**src/rtl/core/bcd_decimal_add_sub_compare_assert.svh**
```systemverilog
// Assertion macros for the packed-BCD add/subtract/compare block.
// Used by bcd_decimal_add_sub_compare.sv; no other dependencies.
`ifndef BCD_DECIMAL_ADD_SUB_COMPARE_ASSERT_SVH
`define BCD_DECIMAL_ADD_SUB_COMPARE_ASSERT_SVH

// Same-cycle implication, disabled while reset is asserted
`define BDASC_ASSERT_IMP(lbl, clk, rst_n, ante, cons, msg) \
    lbl: assert property (@(posedge clk) disable iff (!(rst_n)) (ante) |-> (cons)) \
        else $error(msg);

// Next-cycle implication, disabled while reset is asserted
`define BDASC_ASSERT_NXT(lbl, clk, rst_n, ante, cons, msg) \
    lbl: assert property (@(posedge clk) disable iff (!(rst_n)) (ante) |=> (cons)) \
        else $error(msg);

`endif

```
**src/rtl/core/bdasc_pkg.sv**
```systemverilog
// Package for the packed-BCD add/subtract/compare block: codes, widths
// and the per-digit add and subtract steps. No dependencies.
`timescale 1ns / 1ps

package bdasc_pkg;

    // Fixed field widths
    localparam int FIELD_W = 52;
    localparam int CMD_W   = 2;
    localparam int CODE_W  = 2;

    // Default digit count and digits resolved per pipeline stage
    localparam int DIGITS_DEF       = 13;
    localparam int DIGITS_PER_STAGE = 5;

    // Commands
    localparam logic [CMD_W-1:0] CMD_ADD = 2'd0;
    localparam logic [CMD_W-1:0] CMD_SUB = 2'd1;
    localparam logic [CMD_W-1:0] CMD_CMP = 2'd2;

    // Status codes
    localparam logic [CODE_W-1:0] ST_OK  = 2'd0;
    localparam logic [CODE_W-1:0] ST_OVF = 2'd1;
    localparam logic [CODE_W-1:0] ST_NEG = 2'd2;

    // Ordering of a against b
    localparam logic [CODE_W-1:0] ORD_EQ = 2'd0;
    localparam logic [CODE_W-1:0] ORD_GT = 2'd1;
    localparam logic [CODE_W-1:0] ORD_LT = 2'd2;

    // One digit of result plus its carry or borrow
    typedef struct packed {
        logic [3:0] digit;
        logic [1:0] cy;
    } t_dig;

    // Decimal add of one digit; non-BCD nibbles can push the carry up to 3
    function automatic t_dig add_digit(input logic [3:0] a, input logic [3:0] b,
                                       input logic [1:0] cin);
        logic [5:0] s;
        t_dig       r;
        s = {2'b00, a} + {2'b00, b} + {4'b0000, cin};
        priority if (s >= 6'd30) begin
            r.cy    = 2'd3;
            r.digit = 4'(s - 6'd30);
        end else if (s >= 6'd20) begin
            r.cy    = 2'd2;
            r.digit = 4'(s - 6'd20);
        end else if (s >= 6'd10) begin
            r.cy    = 2'd1;
            r.digit = 4'(s - 6'd10);
        end else begin
            r.cy    = 2'd0;
            r.digit = s[3:0];
        end
        return r;
    endfunction

    // Decimal subtract of one digit; a negative difference borrows ten
    function automatic t_dig sub_digit(input logic [3:0] a, input logic [3:0] b,
                                       input logic bin);
        logic [5:0] d;
        logic [5:0] f;
        t_dig       r;
        d = {2'b00, a} - {2'b00, b} - {5'b00000, bin};
        f = d + 6'd10;
        if (d[5]) begin
            r.digit = f[3:0];
            r.cy    = 2'd1;
        end else begin
            r.digit = d[3:0];
            r.cy    = 2'd0;
        end
        return r;
    endfunction

endpackage

```
**src/rtl/core/bcd_decimal_add_sub_compare.sv**
```systemverilog
// Packed-BCD add / subtract / compare, fully pipelined, no backpressure.
// Path: the input stage takes the start beat, then it runs through NSTG
// = ceil(DIGITS/5) carry stages and the output register to o_valid.
// Throughput: one beat per clock; busy is always low, the carry and
// ordering chains advance five digits per register stage.
// Reset (i_rst_n low, synchronous) clears the valid bits only.
`timescale 1ns / 1ps
`include "bcd_decimal_add_sub_compare_assert.svh"

module bcd_decimal_add_sub_compare #(
    parameter int DIGITS = bdasc_pkg::DIGITS_DEF
) (
    input  logic                         i_clk,
    input  logic                         i_rst_n,
    input  logic                         start,
    output logic                         busy,
    input  logic [bdasc_pkg::CMD_W-1:0]  i_cmd,
    input  logic [bdasc_pkg::FIELD_W-1:0] i_operand_a,
    input  logic [bdasc_pkg::FIELD_W-1:0] i_operand_b,
    output logic                         o_valid,
    output logic [bdasc_pkg::FIELD_W-1:0] o_value_out,
    output logic [bdasc_pkg::CODE_W-1:0] o_status,
    output logic [bdasc_pkg::CODE_W-1:0] o_order
);

    import bdasc_pkg::*;

    localparam int W    = 4 * DIGITS;
    localparam int GRP  = DIGITS_PER_STAGE;
    localparam int NSTG = (DIGITS + GRP - 1) / GRP;

    // Pipeline registers; index 0 is the input stage
    logic             r_vld [0:NSTG];
    logic [CMD_W-1:0] r_cmd [0:NSTG];
    logic [W-1:0]     r_a   [0:NSTG];
    logic [W-1:0]     r_b   [0:NSTG];
    logic [W-1:0]     r_res [0:NSTG];
    logic [1:0]       r_cy  [0:NSTG];
    logic [1:0]       r_ord [0:NSTG];

    logic [W-1:0] a_in;
    logic [W-1:0] b_in;

    // Output registers
    logic              r_out_vld;
    logic [W-1:0]      r_out_val;
    logic [CODE_W-1:0] r_out_st;
    logic [CODE_W-1:0] r_out_ord;
    logic [W-1:0]      n_out_val;
    logic [CODE_W-1:0] n_out_st;

    // Never stalls
    assign busy = 1'b0;

    // Fit operands to the digit count: drop or zero-fill upper digits
    generate
        if (W <= FIELD_W) begin : g_in_trunc
            assign a_in = i_operand_a[W-1:0];
            assign b_in = i_operand_b[W-1:0];
        end else begin : g_in_ext
            assign a_in = {{(W-FIELD_W){1'b0}}, i_operand_a};
            assign b_in = {{(W-FIELD_W){1'b0}}, i_operand_b};
        end
    endgenerate

    // Input stage
    always_ff @(posedge i_clk) begin
        if (!i_rst_n) begin
            r_vld[0] <= 1'b0;
        end else begin
            r_vld[0] <= start & ~busy;
        end
    end

    always_ff @(posedge i_clk) begin
        r_cmd[0] <= i_cmd;
        r_a[0]   <= a_in;
        r_b[0]   <= b_in;
        r_res[0] <= '0;
        r_cy[0]  <= 2'd0;
        r_ord[0] <= ORD_EQ;
    end

    // Carry stages: each resolves up to GRP digits, low to high
    generate
        for (genvar s = 1; s <= NSTG; s++) begin : g_stg
            localparam int LO  = (s - 1) * GRP;
            localparam int CNT = (DIGITS - LO < GRP) ? (DIGITS - LO) : GRP;

            logic [W-1:0] n_res;
            logic [1:0]   n_cy;
            logic [1:0]   n_ord;

            always_comb begin : c_digits
                t_dig       dg;
                logic [3:0] da;
                logic [3:0] db;
                n_res = r_res[s-1];
                n_cy  = r_cy[s-1];
                n_ord = r_ord[s-1];
                for (int k = 0; k < CNT; k++) begin
                    da = r_a[s-1][4*(LO+k) +: 4];
                    db = r_b[s-1][4*(LO+k) +: 4];
                    if (r_cmd[s-1] == CMD_SUB) begin
                        dg = sub_digit(da, db, n_cy[0]);
                    end else begin
                        dg = add_digit(da, db, n_cy);
                    end
                    n_res[4*(LO+k) +: 4] = dg.digit;
                    n_cy                 = dg.cy;
                    // a higher digit overrides any lower difference
                    if (da > db) begin
                        n_ord = ORD_GT;
                    end else if (da < db) begin
                        n_ord = ORD_LT;
                    end
                end
            end

            always_ff @(posedge i_clk) begin
                if (!i_rst_n) begin
                    r_vld[s] <= 1'b0;
                end else begin
                    r_vld[s] <= r_vld[s-1];
                end
            end

            always_ff @(posedge i_clk) begin
                r_cmd[s] <= r_cmd[s-1];
                r_a[s]   <= r_a[s-1];
                r_b[s]   <= r_b[s-1];
                r_res[s] <= n_res;
                r_cy[s]  <= n_cy;
                r_ord[s] <= n_ord;
            end
        end
    endgenerate

    // Result selection and error handling
    always_comb begin
        n_out_val = '0;
        n_out_st  = ST_OK;
        unique case (r_cmd[NSTG])
            CMD_ADD: begin
                if (r_cy[NSTG] != 2'd0) begin
                    n_out_st = ST_OVF;
                end else begin
                    n_out_val = r_res[NSTG];
                end
            end
            CMD_SUB: begin
                if (r_ord[NSTG] == ORD_LT) begin
                    n_out_st = ST_NEG;
                end else begin
                    n_out_val = r_res[NSTG];
                end
            end
            CMD_CMP: begin
                n_out_val = '0;
                n_out_st  = ST_OK;
            end
            default: begin
                n_out_val = '0;
                n_out_st  = ST_OK;
            end
        endcase
    end

    // Output stage
    always_ff @(posedge i_clk) begin
        if (!i_rst_n) begin
            r_out_vld <= 1'b0;
        end else begin
            r_out_vld <= r_vld[NSTG];
        end
    end

    always_ff @(posedge i_clk) begin
        r_out_val <= n_out_val;
        r_out_st  <= n_out_st;
        r_out_ord <= r_ord[NSTG];
    end

    assign o_valid  = r_out_vld;
    assign o_status = r_out_st;
    assign o_order  = r_out_ord;

    generate
        if (W >= FIELD_W) begin : g_out_trunc
            assign o_value_out = r_out_val[FIELD_W-1:0];
        end else begin : g_out_ext
            assign o_value_out = {{(FIELD_W-W){1'b0}}, r_out_val};
        end
    endgenerate

    // Checks
    `BDASC_ASSERT_NXT(a_last_to_out, i_clk, i_rst_n, r_vld[NSTG], o_valid, "beat lost at output")
    `BDASC_ASSERT_IMP(a_err_zero, i_clk, i_rst_n, o_valid && (o_status != ST_OK), o_value_out == '0, "nonzero value on error")
    `BDASC_ASSERT_IMP(a_neg_order, i_clk, i_rst_n, o_valid && (o_status == ST_NEG), o_order == ORD_LT, "negative status without a < b")
    `BDASC_ASSERT_NXT(a_in_to_stg1, i_clk, i_rst_n, r_vld[0], r_vld[1], "beat lost in first stage")

endmodule
```
**config.mk**
```make
export PLATFORM = sky130hd
export DESIGN_NAME = bcd_decimal_add_sub_compare
export DESIGN_NICKNAME = d
export VERILOG_FILES = /design/src/rtl/core/bdasc_pkg.sv /design/src/rtl/core/bcd_decimal_add_sub_compare.sv
export VERILOG_INCLUDE_DIRS = /design/src /design/src/rtl/core
export SDC_FILE = /design/constraint.sdc
export NUM_CORES = 1
export LEC_CHECK = 0
export CAP_MARGIN = 30
export CORE_UTILIZATION = 47
export DETAILED_ROUTE_END_ITERATION = 12
export DONT_BUFFER_PORTS = 1
export GPL_ROUTABILITY_DRIVEN = 0
export GPL_TIMING_DRIVEN = 0
export HOLD_SLACK_MARGIN = 0.1
export PLACE_DENSITY = 0.71
export SLEW_MARGIN = 20
export SYNTH_ARGS = -nofsm -noshare
export SYNTH_HDL_FRONTEND = slang
export SYNTH_SLANG_ARGS = --single-unit
```
**constraint.sdc**
```tcl
create_clock -name i_clk -period 17.6 [get_ports i_clk]
set_clock_uncertainty 0.05 [all_clocks]
set_input_delay 2.64 -clock i_clk [delete_from_list [all_inputs] [get_ports i_clk]]
set_output_delay 2.64 -clock i_clk [all_outputs]
set_load 0.05 [all_outputs]
```
### Word level (Yosys, flattened, before mapping)

Memories as Yosys holds them, arrays and structs flattened. A register that Yosys moved wholly into a read port is not among the register bits.
Cells that the tools add are included.

* register bits after elaboration: 56
* bits in writable memories: 652
* output and inout port bits: 58
* word-level logic and storage cells: 294
* memories kept: 7

* add/sub/neg operators: 104
* order comparisons: 65
* eq/ne operators: 5
* mux-type cells: 103
* bitwise gates (word level): 4
* reduce and logical (&&, ||, !) cells: 3

Memory list
* r_a: depth 4, width 52, rd ports 3, clocked after Yosys merged registers in 0, write ports 4, line bcd_decimal_add_sub_compare.sv:35 `logic [W-1:0] r_a [0:NSTG];`
* r_b: depth 4, width 52, rd ports 3, clocked after Yosys merged registers in 0, write ports 4, line bcd_decimal_add_sub_compare.sv:36 `logic [W-1:0] r_b [0:NSTG];`
* r_res: depth 4, width 52, rd ports 4, clocked after Yosys merged registers in 0, write ports 4, line bcd_decimal_add_sub_compare.sv:37 `logic [W-1:0] r_res [0:NSTG];`
* r_cmd: depth 4, width 2, rd ports 4, clocked after Yosys merged registers in 0, write ports 4, line bcd_decimal_add_sub_compare.sv:34 `logic [CMD_W-1:0] r_cmd [0:NSTG];`
* r_cy: depth 4, width 2, rd ports 4, clocked after Yosys merged registers in 0, write ports 4, line bcd_decimal_add_sub_compare.sv:38 `logic [1:0] r_cy [0:NSTG];`
* r_ord: depth 4, width 2, rd ports 4, clocked after Yosys merged registers in 0, write ports 4, line bcd_decimal_add_sub_compare.sv:39 `logic [1:0] r_ord [0:NSTG];`
* 1 more memories

Operator list (count)
* two-way mux 6 bit: 65
* greater-or-equal comparator 6 x 5 -> 1 bit, second input constant: 26
* two-way mux 52 bit: 2
* one-hot mux 52 bit (2 select lines): 1
* subtractor 4 bit, second input constant: 26
* adder 5 x 2 -> 6 bit: 13
* greater-or-equal comparator 6 x 4 -> 1 bit, second input constant: 13
* subtractor 5 x 2 -> 6 bit: 13
* adder 4 x 4 -> 5 bit: 13
* subtractor 4 x 4 -> 5 bit: 13
* two-way mux 2 bit: 27
* adder 4 bit, second input constant: 13
* greater-than comparator 4 bit: 13
* < comparator 4 bit: 13
* subtractor 4 x 3 -> 4 bit, second input constant: 13
* equality test 2 x 1 -> 1 bit, second input constant: 4
* two-way mux 1 bit: 7
* OR 1 bit: 4
* one-hot mux 2 bit (2 select lines): 1
* equality test 2 bit, second input constant: 1
* zero test 2 bit: 1
* nonzero test 2 bit: 1
* zero test 1 bit: 1

### Longest topological paths before layout

Gate-level depths: netlist of the first run.
An unclocked memory read counts as a cell.

* depth in word-level cells: 32
* depth in mapped cells: 57
* mapped depth without buffers: 57

### Worst setup path before layout of the first run

No wires, ideal clock.

* path type: flip-flop to flip-flop
* start: mem r_a[1][21] in the netlist's numbering
* end: mem r_res[2][39] in the netlist's numbering
* setup time: 0.131 ns
* data arrival time: 12.687 ns
* slack: 4.731 ns
* stages on the path, launching flop included: 57
* clock period less this slack: 12.869 ns
* cells stage by stage: dfxtp_1 inv_1 fa_1 inv_1 ha_1 fa_1 xor2_2 ha_1 nand4b_1 mux2_2 nand2_1 o21ai_0 fa_1 inv_1 ha_1 fa_1 xor2_1 inv_1 [21 not listed] ha_1 a21oi_1 o21ai_1 a211oi_1 o21ai_1 nor2_1 a21oi_1 fa_1 ha_1 fa_1 xor2_2 ha_1 nand2_1 o31ai_1 a221oi_2 o2111ai_1 a2111oi_0 nor3_1

RTL lines (line)
* start: declaration: bcd_decimal_add_sub_compare.sv:35
* end: declaration: bcd_decimal_add_sub_compare.sv:37

==> results of run 1 <==
==> flip-flops by register name, indices dropped and copies added, names as in the netlist <==
name         flops
o_value_out     52
r_vld            4
o_valid          1
r_b             96
r_cy             6
r_res          112
r_cmd            8
o_status         2
o_order          2
r_ord            6
r_a             96
==> synth_stat cells (all sizes together) (6+ instances only) <==
master,instances
a211o,9
a211oi,34
a21boi,6
a21o,43
a21oi,119
a221o,6
a221oi,16
a22oi,7
a31oi,13
and2,68
and3,25
buf,10
clkbuf,22
dfxtp,385
fa,50
ha,244
inv,212
mux2,10
mux2i,35
nand2,84
nand2b,31
nand3,37
nand4,15
nor2,73
nor2b,22
nor3,32
nor3b,7
nor4,11
o211a,10
o211ai,11
o21a,20
o21ai,69
o21bai,6
o22ai,7
o31ai,16
or3,11
xnor2,72
xor2,19
==> logic make-up after synthesis <==
family,Yosys count,share of synthesized area
compound gates,452,0.159
mux,45,0.0237
xor+xnor,93,0.0454
flops,385,0.395
buf+inv,244,0.0481
simple gates,442,0.121
other cells,1,0.000192
fa+ha+maj,294,0.208
==> power by group <==
part / internal [mW] / switching [mW]
Sequential: 1.07 / 0.143
Combinational: 0.817 / 1.09
Clock: 0.538 / 0.348
==> through the flow <==
stage	utilization	setup WS, ps
CTS	0.528	2630
global placement	0.493	3090
floorplan	-	4730
global route	0.528	1310
detailed placement	0.494	2680
finish	0.529	2440
==> layer usage <==
metal | part of all wire | up-vias | global-route usage
met5 | 0 | - | 0
met4 | 0.039 | 0 | 0.0951
met3 | 0.053 | 116 | 0.0328
met2 | 0.47 | 460 | 0.347
met1 | 0.43 | 6561 | 0.248
li1 | - | 6891 | -
==> final cells by class <==
| cell class | instances | area share |
|---|---|---|
| plain buffers | 32 | 0.00665 |
| clock inverters | 22 | 0.0140 |
| inverters | 212 | 0.0368 |
| clock buffers | 50 | 0.0508 |
| well taps | 532 | 0.0308 |
| repair buffers | 3 | 0.00156 |
| multi-input cells | 1327 | 0.503 |
| diodes | 2 | 0.000231 |
| flip-flops and latches | 385 | 0.356 |
==> worst reg2reg max path, delay by kind of cell (launching register included) <==
family / cells / cell delay, ps
adders and majority gates: 20 / 7420
AOI/OAI and AO/OA: 17 / 4210
xor gates and xnor gates: 4 / 1230
and+or+nand+nor: 9 / 1110
DFF: 1 / 380
buffers and inverters: 5 / 360
muxes: 1 / 290
==> path summary, 6_finish.rpt <==
check | from | endpoint | slack, ps | depth (start not counted)
worst max-delay path | r_a[1][21] | r_res[2][39] | 2440 | 56
worst max register to register | r_a[1][21] | r_res[2][39] | 2440 | 56
worst min-delay path | r_a[1][49] | r_a[2][49] | 270 | 0
worst min register to register | r_a[1][49] | r_a[2][49] | 270 | 0
==> summary.md, run 1 <==
| Metric | Value |
|---|---|
| Buffers on Ports | 0 |
| Fin. max-slew vios | 0 |
| Hold-fix buffer count after cts | 0 |
| Post-CTS Setup Bufs | 0 |
| Drt drc | 0 |
| Synth Warn # | 0 |
| Slowest CP cell | fa_1 |
| FMAX | 65.9 MHz |
| Die span in x | 206 µm |
| Final Cell Area | 21,600 µm² |
| Relative slew slack | 0.336 |
| Gr usage total | 0.203 |
| Multi-input logic area | 10,900 µm² |
| P_leak | 9.95 nW |
| Placed cell count | 2,491 |
| Ranking of synthesized cells by area | dfxtp_1 39%, ha_1 16%, fa_1 5.1% |
| Max-Cap Viols | 0 |
| CTS root buf | clkbuf_16 |
| Top-level port count | 167 |
| Crit path buf inv count | 5 |
| Die Y | 206 µm |
| Share of the yosys chip area belonging to registers | 0.395 |
| Worst slew pin tran | 996 ps |
| Post-cts sizing count | 0 |
| Number of vias per cell | 5.47 |
| #FFs+latches synth | 385 |
| Initial antenna violation count | 4 |
| Asr flop ratio synth | 0 |
| Routed wire length | 42,600 µm |
| Status | finished clean |
| Layout cells sized above 1 | 0.0606 |
| CTS tree | done |
| Endpoints failing setup | 0 |
| Critical path data arrival time | 15,520 ps |
| Period utilisation layout | 0.862 |
| Placeable core area | 40,900 µm² |
| First-pass GRT wire length | just under 70,000 µm |
| Fin. Hold Viols | 0 |
| CTS Buf Count | approximately 40 |
| Top cell family by delay on the critical path | adder cells |
| Setup TNS | 0 ps |
| Initial DRC Count | 884 |
| Avg Synthesized Cell Area | 9.98 µm² |
| Synth Cell Area | 19,500 µm² |
| CP Max Fanout | 9 |
| Cells after synthesis | just under 2,000 |
| Area Growth Syn to Fin | 10.8% |
| Iteration count of the initial detailed-routing pass | 5 |
| Reg clk slew, reported paths | 60 ps |
| Site Rows | 74 |
| Final Power | 4.00 mW |
| Hold crit path type | reg -> reg |
| Worst stage delay on the critical path | 640 ps |
| Antenna-violating nets left | 0 |
| Final #Nets | 2,405 |
| Crit path kind | reg -> reg |
| Post-Layout Cell Count | 2,565 |
| Number of synthesized flops with an enable pin | 0 |
| Minimum clock period | 15,160 ps |
| Die Area | 42,400 µm² |
| DR vias | 14,000 |
| Grt ovf | 0 |
| RSZ-0062 raised after global routing | false |
| Largest net degree at the start of global routing | 16 |
| Area leader, netlist | dfxtp_1 |
| Synth unique cells | 93 |
| Most used DFF post-synth | dfxtp_1 |
| Area taken by flip-flops and latches | 7710 µm² |
| Fill cells | roughly 3,700 |
| Critical path startpoint category | flop |
| Routed len/inst | about 17 µm |
| PwrDens | roughly 180 nW/µm² |
| Max VDD drop | ~0.11 mV |
| CP endpoint kind | flop |
| Initial Utilization | 0.477 |
| Commonest non-fill, non-tap cell in the layout | dfxtp_1 |
| Clock buffer depth | 3 |
| Yosys top cell area share | 0.395 |
| Worst-skew pair later-pin latency | 550 ps |
| DPL Wire Length | 32,800 µm |
| Worst Path Required | 17,960 ps |
| Post-synth net total | 2,359 |
| H-tree lvl count | 2 |
| Most frequent cells in the layout | 385 x dfxtp_1, 244 x ha_1, 208 x inv_1 |
| Placed cell area | 20,200 µm² |
| WHS | around 270 ps |
| Vias in the first global route | 14,000 |
| CTS Sinks | 385 |
Note: power is estimated with default switching activity, not from simulation.
==> inputs of run 2 (changes only) <==
--- a/config.mk
+++ b/config.mk
@@ -7,6 +7,7 @@
 export NUM_CORES = 1
 export LEC_CHECK = 0
 export CAP_MARGIN = 30
+export CORE_ASPECT_RATIO = 0.6
 export CORE_UTILIZATION = 47
 export DETAILED_ROUTE_END_ITERATION = 12
 export DONT_BUFFER_PORTS = 1
==> run 2 against run 1 <==
Net effect:
- setup slack got worse by 340 ps
- register-to-register slack got worse by 340 ps
- design area fell by 0.33%
- sequential power barely moved
- die area barely moved
- sequential cell count did not move
- cell count rose by 0.94%
==> summary.md, run 2 (same netlist as run 1, synthesis figures left out) <==
| Metric | Value |
|---|---|
| Largest Register | r_res (unchanged) |
| Largest register FFs | 112 (unchanged) |
| FMAX | 64.5 MHz (was 65.9 MHz) |
| CP endpoint kind | flop (unchanged) |
| Initial DRC Count | 967 (was 884) |
| Die Area | 42,400 µm² (about the same) |
| Relative slew slack | 0.358 (was 0.336) |
| Endpoints failing setup | 0 (unchanged) |
| Most frequent cells in the layout | 385 x dfxtp_1, 244 x ha_1, 208 x inv_1 (unchanged) |
| DR vias | 14,100 (was 14,000) |
| Area Growth Syn to Fin | 10.4% (was 10.8%) |
| Die Y | 160 µm (was 206 µm) |
| Worst Path Required | 17,960 ps (about the same) |
| CTS Buf Count | 39 (was 41) |
| Final #Nets | 2,401 (was 2,405) |
| Final Util | 0.529 (about the same) |
| Largest net degree at the start of global routing | 17 (was 16) |
| RSZ-0062 raised after global routing | false (unchanged) |
| Initial Utilization | 0.479 (was 0.477) |
| Clock buffer depth | 3 (unchanged) |
| Max-Cap Viols | 0 (unchanged) |
| Worst slew pin tran | 963 ps (was 996 ps) |
| Grt ovf | 0 (unchanged) |
| Post-cts sizing count | 0 (unchanged) |
| Commonest non-fill, non-tap cell in the layout | dfxtp_1 (unchanged) |
| CTS tree | done (unchanged) |
| Die span in x | 265 µm (was 206 µm) |
| Iteration count of the initial detailed-routing pass | 5 (unchanged) |
| Initial antenna violation count | 6 (was 4) |
| Critical path data arrival time | 15,870 ps (was 15,520 ps) |
| PwrDens | 186 nW/µm² (was 185 nW/µm²) |
| Reg clk slew, reported paths | 70 ps (was 60 ps) |
| Fin. Hold Viols | 0 (unchanged) |
| Buffers on Ports | 0 (unchanged) |
| Number of vias per cell | 5.44 (was 5.47) |
| Hold crit path type | reg -> reg (unchanged) |
| Multi-input logic area | 10,900 µm² (unchanged) |
| Drt drc | 0 (unchanged) |
| CP Max Fanout | 9 (unchanged) |
| Fin. max-slew vios | 0 (unchanged) |
| Worst stage delay on the critical path | 690 ps (was 640 ps) |
| Largest regs | r_res (112), r_a (96), r_b (96) (unchanged) |
| Post-CTS Setup Bufs | 0 (unchanged) |
| Final Power | 4.01 mW (was 4.00 mW) |
| P_leak | 9.89 nW (was 9.95 nW) |
| Fill cells | 3,599 (was 3,666) |
| Routed len/inst | 17.3 µm (was 16.6 µm) |
| Worst-skew pair later-pin latency | 550 ps (about the same) |
| Antenna-violating nets left | 0 (unchanged) |
| Gr usage total | 0.209 (was 0.203) |
| Placeable core area | 40,700 µm² (was 40,900 µm²) |
| First-pass GRT wire length | 71,500 µm (was 68,800 µm) |
| Slowest CP cell | a221oi_1 (was fa_1) |
| Vias in the first global route | 13,700 (was 14,000) |
| CTS Sinks | 385 (unchanged) |
| Max VDD drop | 0.0771 mV (was 0.105 mV) |
| Crit path kind | reg -> reg (unchanged) |
| Layout cells sized above 1 | 0.0597 (was 0.0606) |
| Minimum clock period | 15,510 ps (was 15,160 ps) |
| Period utilisation layout | 0.881 (was 0.862) |
| Hold-fix buffer count after cts | 0 (unchanged) |
| Status | finished clean (unchanged) |
| Top-level port count | 167 (unchanged) |
| Area taken by flip-flops and latches | 7710 µm² (unchanged) |
| CTS root buf | clkbuf_16 (unchanged) |
| Routed wire length | 44,800 µm (was 42,600 µm) |
| Setup TNS | 0 ps (unchanged) |
| H-tree lvl count | 2 (unchanged) |
| Critical path startpoint category | flop (unchanged) |
| Site Rows | 57 (was 74) |
| DPL Wire Length | 34,200 µm (was 32,800 µm) |
## run 2: cell count changes in the layout (fill, tap and decap cells not counted), sizes merged
cell and delta:
buf -2, diode -1, clkinvlp +2, bufinv -3, clkinv +4, inv -3
clkbuf -1
## run 2: report_power, final
group,switching (mW),internal [mW],leakage [nW]
combinational,1.12,0.820,6.01
sequential,0.146,1.07,3.23
clock,0.365,0.486,0.642
## run 2: per-stage QoR
stage               instance area (µm²)  setup slack, ps  hold WS, ps  std cells
global route                      21600             1300          278       2589
detailed placement                20200             2370          262       2517
finish                            21600             2090          267       2589
global placement                  20200             2780          261       2516
CTS                               21600             2320          266       2588
floorplan                         19500             4730          260       1956
## run 2: worst max-delay path, delay by kind of cell, from the launching register on
| family | cells | cell delay (ps) |
|---|---|---|
| flip-flops | 1 | 390 |
| AO/OA/AOI/OAI | 17 | 4400 |
| XOR/XNOR | 4 | 1240 |
| adder cells (fa/ha/maj) | 20 | 7510 |
| AND/OR/NAND/NOR | 9 | 1070 |
| multiplexers | 1 | 290 |
| buffers and inverters | 5 | 370 |
## run 2: routing by layer
metal	track usage	wire length, µm	share of wire
met5	0	0	0
met4	0.0599	1140	0.025
met3	0.0415	2820	0.063
met2	0.317	19100	0.43
met1	0.302	21700	0.49
## run 2: layout make-up
cell class | count | share of cell area
Multi-Input combinational cell | 1327 | 0.504
Sequential cell | 385 | 0.358
Clock buffer | 49 | 0.0499
Inverter | 212 | 0.0369
Tap cell | 560 | 0.0325
Clock inverter | 22 | 0.0114
Buffer | 32 | 0.00673
Timing Repair Buffer | 1 | 0.000522
Antenna cell | 1 | 0.000116
## run 2: path summary, 6_finish.rpt
path                 from           end  slack, ps  cells past startpoint
max            r_a[1][21]  r_res[2][39]       2090                     56
min reg2reg  r_res[2][36]  r_res[3][36]        270                      0
min          r_res[2][36]  r_res[3][36]        270                      0
max reg2reg    r_a[1][21]  r_res[2][39]       2090                     56
